<file path="src/hw/rtl/kcf_pkg.sv">
// ----------------------------------------------------------------------------
// kcf_pkg
// Shared types and constants of the keypoint crowding filter.
// ----------------------------------------------------------------------------
package kcf_pkg;

  // Field and datapath widths
  localparam int COORD_W      = 16;
  localparam int DIST_W       = 34;
  localparam int KEPT_COUNT_W = 7;

  // Configuration port
  localparam int CFG_DATA_W = 64;
  localparam int CFG_ADDR_W = 4;

  // Register index, taken from paddr[3] (registers sit 8 bytes apart)
  localparam logic REG_NEAR_RADIUS_SQ  = 1'b0;
  localparam logic REG_CROWD_RADIUS_SQ = 1'b1;

  // Register reset values, 8 fraction bits
  localparam logic [DIST_W-1:0] NEAR_RADIUS_SQ_RST  = 34'd2304;
  localparam logic [DIST_W-1:0] CROWD_RADIUS_SQ_RST = 34'd12544;

  // One pixel squared with 8 fraction bits
  localparam logic [DIST_W-1:0] ONE_PIXEL_SQ = 34'd256;

  // Neighbour limits; counters saturate at these
  localparam logic [1:0] NEAR_LIMIT  = 2'd3;
  localparam logic [3:0] CROWD_LIMIT = 4'd10;

  // One stored survivor
  typedef struct packed {
    logic [COORD_W-1:0] x;
    logic [COORD_W-1:0] y;
    logic [COORD_W-1:0] age;
  } kept_entry_t;

  // Result of one distance evaluation
  typedef struct packed {
    logic               valid;
    logic [DIST_W-1:0]  sq_dist;
    logic [COORD_W-1:0] age;
  } dist_res_t;

endpackage

</file>
<file path="src/hw/rtl/kcf_store.sv">
// ----------------------------------------------------------------------------
// kcf_store
// Survivor memory: one write port, one registered read port.
// ----------------------------------------------------------------------------
module kcf_store #(
  parameter int  MAX_POINTS = 64,
  localparam int IDX_W      = $clog2(MAX_POINTS)
) (
  input  logic                 clk_i,
  input  logic                 rst_ni,
  input  logic                 wr_en_i,
  input  logic [IDX_W-1:0]     wr_addr_i,
  input  kcf_pkg::kept_entry_t wr_data_i,
  input  logic                 rd_en_i,
  input  logic [IDX_W-1:0]     rd_addr_i,
  input  logic                 flush_i,
  output kcf_pkg::kept_entry_t rd_data_o,
  output logic                 rd_valid_o
);
  import kcf_pkg::*;

  kept_entry_t mem_q [MAX_POINTS];
  kept_entry_t rd_data_q;
  logic        rd_valid_q;

  // Memory array, written and read in the same clocked block
  always_ff @(posedge clk_i) begin
    if (wr_en_i) begin
      mem_q[wr_addr_i] <= wr_data_i;
    end
    if (rd_en_i) begin
      rd_data_q <= mem_q[rd_addr_i];
    end
  end

  // Read valid follows the read enable, dropped on flush
  always_ff @(posedge clk_i or negedge rst_ni) begin
    if (!rst_ni) begin
      rd_valid_q <= 1'b0;
    end else begin
      rd_valid_q <= rd_en_i && !flush_i;
    end
  end

  assign rd_data_o  = rd_data_q;
  assign rd_valid_o = rd_valid_q;

endmodule

</file>
<file path="src/hw/rtl/kcf_dist_unit.sv">
// ----------------------------------------------------------------------------
// kcf_dist_unit
// Shared squared-distance unit: absolute difference, square, sum, each
// registered; one evaluation enters per cycle.
// ----------------------------------------------------------------------------
module kcf_dist_unit (
  input  logic                          clk_i,
  input  logic                          rst_ni,
  input  logic                          flush_i,
  input  logic                          valid_i,
  input  logic [kcf_pkg::COORD_W-1:0]   ref_x_i,
  input  logic [kcf_pkg::COORD_W-1:0]   ref_y_i,
  input  kcf_pkg::kept_entry_t          entry_i,
  output kcf_pkg::dist_res_t            res_o
);
  import kcf_pkg::*;

  localparam int SQ_W = 2 * COORD_W;

  logic [COORD_W-1:0] dx_d, dy_d;
  logic [COORD_W-1:0] dx_q, dy_q, age1_q;
  logic               v1_q;
  logic [SQ_W-1:0]    sqx_d, sqy_d;
  logic [SQ_W-1:0]    sqx_q, sqy_q;
  logic [COORD_W-1:0] age2_q;
  logic               v2_q;
  logic [DIST_W-1:0]  dist_d;
  logic [DIST_W-1:0]  dist_q;
  logic [COORD_W-1:0] age3_q;
  logic               v3_q;

  // Stage 1: absolute differences
  assign dx_d = (ref_x_i > entry_i.x) ? (ref_x_i - entry_i.x) : (entry_i.x - ref_x_i);
  assign dy_d = (ref_y_i > entry_i.y) ? (ref_y_i - entry_i.y) : (entry_i.y - ref_y_i);

  // Stage 2: squares
  assign sqx_d = SQ_W'(dx_q) * SQ_W'(dx_q);
  assign sqy_d = SQ_W'(dy_q) * SQ_W'(dy_q);

  // Stage 3: sum, exact in 34 bits
  assign dist_d = DIST_W'(sqx_q) + DIST_W'(sqy_q);

  // Payload stages
  always_ff @(posedge clk_i) begin
    dx_q   <= dx_d;
    dy_q   <= dy_d;
    age1_q <= entry_i.age;
    sqx_q  <= sqx_d;
    sqy_q  <= sqy_d;
    age2_q <= age1_q;
    dist_q <= dist_d;
    age3_q <= age2_q;
  end

  // Valid pipe, cleared on flush
  always_ff @(posedge clk_i or negedge rst_ni) begin
    if (!rst_ni) begin
      v1_q <= 1'b0;
      v2_q <= 1'b0;
      v3_q <= 1'b0;
    end else begin
      v1_q <= valid_i && !flush_i;
      v2_q <= v1_q && !flush_i;
      v3_q <= v2_q && !flush_i;
    end
  end

  assign res_o.valid   = v3_q;
  assign res_o.sq_dist = dist_q;
  assign res_o.age     = age3_q;

endmodule

</file>
<file path="src/hw/rtl/keypoint_crowding_filter_unit.sv">
// ----------------------------------------------------------------------------
// keypoint_crowding_filter_unit
// Drops tracked keypoints that crowd older survivors of the same frame.
// ----------------------------------------------------------------------------
// A keypoint word is compared with every survivor already stored for the
// frame, one survivor per cycle, through a single pipelined distance unit fed
// by the survivor memory's one read port. A valid point against K stored
// survivors runs until every distance returns or it is removed early; an
// invalid slot or a point arriving at an empty store reads none. The block
// holds in_stall_o high while it works on a word; the result word sits in an
// output register, so the next word may be taken while a result waits. The
// survivor memory needs no clearing: only entries below the survivor count
// are read, and frame_last resets that count after the word's result.
// ----------------------------------------------------------------------------
module keypoint_crowding_filter_unit #(
  parameter int MAX_POINTS = 64
) (
  input  logic                               clk_i,
  input  logic                               rst_ni,
  // Keypoint input
  input  logic                               in_valid_i,
  output logic                               in_stall_o,
  input  logic [kcf_pkg::COORD_W-1:0]        pos_x_i,
  input  logic [kcf_pkg::COORD_W-1:0]        pos_y_i,
  input  logic [kcf_pkg::COORD_W-1:0]        age_frames_i,
  input  logic                               slot_valid_i,
  input  logic                               frame_last_i,
  // Result output
  output logic                               out_valid_o,
  input  logic                               out_stall_i,
  output logic                               remove_point_o,
  output logic [kcf_pkg::KEPT_COUNT_W-1:0]   kept_count_o,
  // Configuration
  input  logic                               psel,
  input  logic                               penable,
  input  logic                               pwrite,
  input  logic [kcf_pkg::CFG_ADDR_W-1:0]     paddr,
  input  logic [kcf_pkg::CFG_DATA_W-1:0]     pwdata,
  output logic [kcf_pkg::CFG_DATA_W-1:0]     prdata,
  output logic                               pready
);
  import kcf_pkg::*;

  localparam int IDX_W = $clog2(MAX_POINTS);
  localparam int CNT_W = $clog2(MAX_POINTS + 1);

  localparam logic [1:0] ST_IDLE = 2'd0;
  localparam logic [1:0] ST_RUN  = 2'd1;
  localparam logic [1:0] ST_DONE = 2'd2;

  // Configuration registers
  logic [DIST_W-1:0] near_sq_q, crowd_sq_q;
  logic              cfg_wr;

  // Sequencer
  logic [1:0]        state_q, state_d;
  logic [CNT_W-1:0]  issue_q, issue_d;
  logic [CNT_W-1:0]  proc_q, proc_d;
  logic [CNT_W-1:0]  total_q, total_d;
  logic [1:0]        near_cnt_q, near_cnt_d;
  logic [3:0]        crowd_cnt_q, crowd_cnt_d;
  logic              removed_q, removed_d;

  // Latched item
  logic [COORD_W-1:0] px_q, py_q, age_q;
  logic               slot_valid_q, last_q;

  // Output register
  logic               out_valid_q, out_valid_d;
  logic               out_remove_q, out_remove_d;
  logic [CNT_W-1:0]   out_count_q, out_count_d;

  // Datapath
  logic               accept;
  logic               issue_en;
  logic               hit;
  logic               last_res;
  logic               near_in, crowd_in, close_in;
  logic [1:0]         near_new;
  logic [3:0]         crowd_new;
  logic               out_free;
  logic               keep;
  logic [CNT_W-1:0]   total_new;
  kept_entry_t        rd_entry;
  logic               rd_valid;
  kept_entry_t        wr_entry;
  logic               wr_en;
  dist_res_t          res;

  // APB register file
  assign pready = 1'b1;
  assign cfg_wr = psel && penable && pwrite;

  always_ff @(posedge clk_i or negedge rst_ni) begin
    if (!rst_ni) begin
      near_sq_q  <= NEAR_RADIUS_SQ_RST;
      crowd_sq_q <= CROWD_RADIUS_SQ_RST;
    end else if (cfg_wr) begin
      if (paddr[3] == REG_CROWD_RADIUS_SQ) begin
        crowd_sq_q <= pwdata[DIST_W-1:0];
      end else begin
        near_sq_q <= pwdata[DIST_W-1:0];
      end
    end
  end

  assign prdata = (paddr[3] == REG_CROWD_RADIUS_SQ) ? CFG_DATA_W'(crowd_sq_q)
                                                    : CFG_DATA_W'(near_sq_q);

  // Handshakes
  assign in_stall_o = (state_q != ST_IDLE);
  assign accept     = in_valid_i && (state_q == ST_IDLE);
  assign out_free   = !out_valid_q || !out_stall_i;

  // Neighbour counting and removal decision on each returned distance
  assign near_in   = res.sq_dist < near_sq_q;
  assign crowd_in  = res.sq_dist < crowd_sq_q;
  assign close_in  = res.sq_dist < ONE_PIXEL_SQ;
  assign near_new  = (near_cnt_q == NEAR_LIMIT) ? near_cnt_q : near_cnt_q + 2'(near_in);
  assign crowd_new = (crowd_cnt_q == CROWD_LIMIT) ? crowd_cnt_q
                                                  : crowd_cnt_q + 4'(crowd_in);
  assign hit = res.valid && (state_q == ST_RUN) && (age_q < res.age) &&
               (close_in || (near_new == NEAR_LIMIT) || (crowd_new == CROWD_LIMIT));
  assign last_res = res.valid && (CNT_W'(proc_q + 1'b1) == total_q);

  // One store read per cycle until every survivor is issued or a hit removes the point
  assign issue_en = (state_q == ST_RUN) && (issue_q < total_q) && !hit;

  // Append on survival while there is room
  assign keep      = slot_valid_q && !removed_q && (total_q < CNT_W'(MAX_POINTS));
  assign total_new = total_q + CNT_W'(keep);
  assign wr_en     = (state_q == ST_DONE) && out_free && keep;
  assign wr_entry  = '{x: px_q, y: py_q, age: age_q};

  // Next state
  always_comb begin
    state_d      = state_q;
    issue_d      = issue_q;
    proc_d       = proc_q;
    total_d      = total_q;
    near_cnt_d   = near_cnt_q;
    crowd_cnt_d  = crowd_cnt_q;
    removed_d    = removed_q;
    out_valid_d  = out_valid_q && out_stall_i;
    out_remove_d = out_remove_q;
    out_count_d  = out_count_q;
    case (state_q)
      ST_IDLE: begin
        if (in_valid_i) begin
          issue_d     = '0;
          proc_d      = '0;
          near_cnt_d  = '0;
          crowd_cnt_d = '0;
          removed_d   = 1'b0;
          state_d     = (slot_valid_i && (total_q != '0)) ? ST_RUN : ST_DONE;
        end
      end
      ST_RUN: begin
        if (issue_en) begin
          issue_d = issue_q + 1'b1;
        end
        if (res.valid) begin
          proc_d      = proc_q + 1'b1;
          near_cnt_d  = near_new;
          crowd_cnt_d = crowd_new;
          if (hit) begin
            removed_d = 1'b1;
            state_d   = ST_DONE;
          end else if (last_res) begin
            state_d = ST_DONE;
          end
        end
      end
      ST_DONE: begin
        if (out_free) begin
          out_valid_d  = 1'b1;
          out_remove_d = removed_q;
          out_count_d  = total_new;
          total_d      = last_q ? '0 : total_new;
          state_d      = ST_IDLE;
        end
      end
      default: begin
        state_d = ST_IDLE;
      end
    endcase
  end

  // Control registers
  always_ff @(posedge clk_i or negedge rst_ni) begin
    if (!rst_ni) begin
      state_q     <= ST_IDLE;
      issue_q     <= '0;
      proc_q      <= '0;
      total_q     <= '0;
      near_cnt_q  <= '0;
      crowd_cnt_q <= '0;
      removed_q   <= 1'b0;
      out_valid_q <= 1'b0;
    end else begin
      state_q     <= state_d;
      issue_q     <= issue_d;
      proc_q      <= proc_d;
      total_q     <= total_d;
      near_cnt_q  <= near_cnt_d;
      crowd_cnt_q <= crowd_cnt_d;
      removed_q   <= removed_d;
      out_valid_q <= out_valid_d;
    end
  end

  // Payload registers
  always_ff @(posedge clk_i) begin
    if (accept) begin
      px_q         <= pos_x_i;
      py_q         <= pos_y_i;
      age_q        <= age_frames_i;
      slot_valid_q <= slot_valid_i;
      last_q       <= frame_last_i;
    end
    out_remove_q <= out_remove_d;
    out_count_q  <= out_count_d;
  end

  // Survivor memory
  kcf_store #(
    .MAX_POINTS (MAX_POINTS)
  ) u_store (
    .clk_i      (clk_i),
    .rst_ni     (rst_ni),
    .wr_en_i    (wr_en),
    .wr_addr_i  (total_q[IDX_W-1:0]),
    .wr_data_i  (wr_entry),
    .rd_en_i    (issue_en),
    .rd_addr_i  (issue_q[IDX_W-1:0]),
    .flush_i    (hit),
    .rd_data_o  (rd_entry),
    .rd_valid_o (rd_valid)
  );

  // Shared distance unit
  kcf_dist_unit u_dist (
    .clk_i   (clk_i),
    .rst_ni  (rst_ni),
    .flush_i (hit),
    .valid_i (rd_valid),
    .ref_x_i (px_q),
    .ref_y_i (py_q),
    .entry_i (rd_entry),
    .res_o   (res)
  );

  // Outputs
  assign out_valid_o    = out_valid_q;
  assign remove_point_o = out_remove_q;
  assign kept_count_o   = KEPT_COUNT_W'(out_count_q);

endmodule

</file>
<file path="config.mk">
export PLATFORM = sky130hd
export DESIGN_NAME = keypoint_crowding_filter_unit
export DESIGN_NICKNAME = d
export VERILOG_FILES = /design/src/hw/rtl/kcf_pkg.sv /design/src/hw/rtl/kcf_store.sv /design/src/hw/rtl/kcf_dist_unit.sv /design/src/hw/rtl/keypoint_crowding_filter_unit.sv
export SDC_FILE = /design/constraint.sdc
export NUM_CORES = 2
export LEC_CHECK = 0
export BUFFER_PORTS_ARGS = -buffer_cell sky130_fd_sc_hd__buf_2
export CORE_MARGIN = 5
export CORE_UTILIZATION = 33
export DETAILED_ROUTE_END_ITERATION = 10
export GPL_TIMING_DRIVEN = 0
export PLACE_DENSITY = 0.57
export SYNTH_ARGS = -nofsm -noshare
export SYNTH_HDL_FRONTEND = slang
export SYNTH_SLANG_ARGS = --single-unit
</file>
<file path="constraint.sdc">
create_clock -name clk_i -period 7.9 [get_ports clk_i]
set_input_delay 0.395 -clock clk_i [delete_from_list [all_inputs] [get_ports clk_i]]
set_output_delay 0.395 -clock clk_i [all_outputs]
set_load 0.05 [all_outputs]
</file>
==> summary.log <==
qor: drt.avgRoutedWirePerCell 27.39 microns
qor: synthesis.synth_top_flop_cell edfxtp_1
qor: timing.final_critical_path_setup_slack 0.4864 ns
qor: timing.timing.fmax 134.9 MHz
qor: run.cap_violations 0
qor: timing.max-slew-margin-rel 0.1045
qor: synthesis.synth_top_area_frac 0.6409
qor: synthesis.yosys_warnings 0
qor: grt.global_route.overflow_total 0
qor: placed_design.hpwl 291400 microns
qor: clock_network.clkTransAtPathRegs 0.06 ns
qor: timing.fin_crit_share 0.9384
qor: drt.route.final.wire_length 405200 microns
qor: drt.route.vias.total 76400
qor: timing.timing.hold.ws 0.09383 ns
qor: cells_and_area.layout-drive-gt1-share 0.2449
qor: drt.drt.antenna.violating_nets 0
qor: grt.grt_first_pass_wirelength 578500 microns
qor: drt.drc 0
qor: synthesis.syn-instance-count 7709
qor: placed_design.pre_cts_slack 0.3699 ns
qor: setup_path.crit_path_start u_dist.dx_q[4]$_DFF_P_
qor: timing.unrepaired_setup_endpoints_after_global_routing false
qor: drt.first_iter_violations 7466
qor: synthesis.synth_sequential_area_ratio 0.6818
qor: status.outcome complete, no violations
qor: synthesis.postSynthRegisterBits 3456
qor: clock_network.clock_tree.root_cell clkbuf_16
qor: synthesis.syn_area_per_cell 19.31 sq um
qor: timing.timing_worst_slew_pin_value 1.343 ns
qor: drt.first_pass_iters 5
qor: grt.grt_start_max_net_pins 53
qor: synthesis.yosysUniqueCellTypes 76
qor: timing.final_hold_viol_count 0
qor: setup_path.timing.setup.critical_path_class register to register
qor: setup_path.timing.rr.start u_dist.dx_q[4]$_DFF_P_
qor: timing.skew 0.1063 ns
qor: setup_path.worst-path-max-fanout 10
qor: timing.period_needed 7.414 ns
qor: die.floorplan.initialDensity 0.3313
qor: die.core_region_area 449400 sq um
qor: synthesis.ys_top_cells_by_area edfxtp_1, mux4_2, fa_1, ha_1, dfxtp_1
qor: placed_design.gp_congestion 0.8440
qor: cells_and_area.final_net_count 9383
qor: clock_network.cts-buffers-inserted 351
qor: die.die_w 681.7 microns
qor: hold_path.hold_class primary input to async pin
qor: setup_path.crit_path_end_kind register
qor: clock_network.cts_tree done
qor: drt.drt-vias-per-instance 5.165
qor: timing.number_of_setup_violations_in_the_final_report 0
qor: clock_network.clkLatencyLatePin 0.95 ns
qor: clock_network.cts-root-to-sink-buffers 4
qor: die.rows 246
qor: die.die_area 464700 sq um
qor: grt.globalRouteTotalUtil 0.1719
qor: clock_network.cts_setup_buffers 0
qor: synthesis.synth_async_sr_flop_share 0.02980
qor: synthesis.post_synth_top_area_cell edfxtp_1
qor: grt.grt_pass1_vias 79760
qor: clock_network.htree_levels 5
qor: setup_path.worst_ep_required_time 8.72 ns
qor: synthesis.synth_edf_count 3178
qor: placed_design.buffer_ports.inserted 135
qor: setup_path.cp.arrival 8.23 ns
qor: setup_path.worst_setup_path_start_kind register
qor: die.die_y 681.7 microns
qor: grt.antenna_found_initial 36
qor: clock_network.clock_sink_count 3456
qor: die.ports_placed_on_the_boundary 200
qor: timing.final_max_slew_viol_count 0
qor: cells_and_area.area_growth 17.59%
qor: synthesis.syn_area 148900 sq um
[cell usage in the layout, fill, tap and decap left out, types with 26 or more instances in the layout]
cell type	count
buf_2	206
inv_1	676
buf_16	95
buf_12	132
o21ai_0	116
clkbuf_1	250
nand2_1	285
nand2b_1	29
fa_1	331
clkbuf_16	358
xor2_1	51
dfxtp_1	175
nor2_1	103
clkinv_1	76
conb_1	31
dfrtp_1	98
ha_1	385
a211oi_1	26
nand3_1	47
edfxtp_1	3178
buf_4	39
a21oi_1	121
nor2b_1	33
xnor2_1	83
dlygate4sd3_1	87
mux2_2	73
nor2_4	64
buf_1	34
mux4_2	1008
a21o_1	77
clkinv_2	65
nor3_1	33
and2_1	89
bufinv_16	26
[sequential cells by signal (all words and copies together), names as in the netlist, 16 cells and up]
register and count:
age_q 16, crowd_sq_q 34, near_sq_q 34, px_q 16, py_q 16, u_dist.age1_q 16, u_dist.age2_q 16, u_dist.age3_q 16
u_dist.dist_q 33, u_dist.dx_q 16, u_dist.dy_q 16, u_dist.sqx_q 31, u_dist.sqy_q 31, u_store.mem_q 3072, u_store.rd_data_o 48
[worst paths after layout]
check | to | cells after the start | slack (ns)
max reg2reg | u_dist.sqx_q[29]$_DFF_P_ | 21 | 0.49
min | near_sq_q[16]$_DFFE_PN0P_ | 2 | 0.09
min reg2reg | u_dist.age2_q[11]$_DFF_P_ | 0 | 0.32
max in group asynchronous | issue_q[6]$_DFFE_PN0P_ | 3 | 7.01
max | u_dist.sqx_q[29]$_DFF_P_ | 21 | 0.49
min in group clk_i | py_q[2]$_DFFE_PP_ | 2 | 0.16
[cell type report]
type | instances | area (sq um)
antenna | 19 | 47.55
tap | 5952 | 7447
buffer | 346 | 1558
clock buffer | 428 | 9281
sequential | 3456 | 101500
clock inverter | 204 | 1962
timing repair buffer | 451 | 6833
multi-input combinational | 3259 | 43900
inverter | 677 | 2544
fill | 40280 | 274300
[per-layer routing]
layer	track usage	up-vias	share of wire
met5	0	-	0.00021
met4	0.05280	16	0.033
met3	0.02776	627	0.068
met2	0.2938	2783	0.50
met1	0.2250	41050	0.40
li1	-	31920	-
[stage by stage]
| step | util | cells | area, sq um | TNS (ns) |
|---|---|---|---|---|
| floorplan | - | 7738 | 149000 | 0 |
| global placement | 0.3496 | 13830 | 157100 | -459.10 |
| detailed placement | 0.3626 | 14050 | 162900 | 0 |
| CTS | 0.3895 | 14770 | 175000 | 0 |
| global route | 0.3896 | 14780 | 175100 | 0 |
| finish | 0.3896 | 14790 | 175100 | 0 |
[cell families (layout without fill, tap and decap cells)]
family / Yosys count / after routing / share of synthesized area
other: 2 / 50 / 0.00005044
multiplexers: 1104 / 1104 / 0.1595
AO/OA/AOI/OAI: 489 / 489 / 0.02137
XOR/XNOR: 134 / 134 / 0.007882
AND/OR/NAND/NOR: 785 / 785 / 0.02513
buffers and inverters: 1023 / 2106 / 0.02734
flip-flops: 3456 / 3456 / 0.6818
adder cells (fa/ha/maj): 716 / 716 / 0.07686
[worst max-delay path, stage by stage, from the launching register on]
cell and delay [ns]:
dfxtp_1 0.36, clkbuf_1 0.44, clkbuf_1 0.57, nand2_1 0.15, fa_1 0.53, fa_1 0.51
inv_1 0.05, fa_1 0.48, fa_1 0.47, fa_1 0.52, inv_1 0.05, fa_1 0.48
inv_1 0.04, ha_1 0.37, and3_1 0.25, nand2_1 0.07, o311a_1 0.44, o31ai_1 0.63
a21oi_1 0.20, o21a_1 0.29, nor4b_1 0.27, a311o_1 0.18
[cells in the mapped netlist, drive strengths merged, types with 11 or more instances]
cell / number
a211oi: 27
a21o: 77
a21oi: 122
and2: 89
and3: 17
buf: 145
clkbuf: 201
dfrtp: 98
dfxtp: 175
edfxtp: 3178
fa: 331
ha: 385
inv: 677
mux2: 73
mux2i: 23
mux4: 1008
nand2: 285
nand2b: 29
nand3: 47
nand4: 22
nor2: 167
nor2b: 33
nor3: 33
o21a: 22
o21ai: 118
o21bai: 16
or2: 11
or3: 12
xnor2: 83
xor2: 51
[repair_timing]
action | in CTS | in global routing
endpoints found under the hold margin | 192 | 0
gates resized for setup | 0 | 2
hold buffers | 87 | 0
setup endpoints to repair | 0 | 1
Power is not shown: default switching activity piles up to over one toggle a cycle in this logic, so the estimate is an artifact.
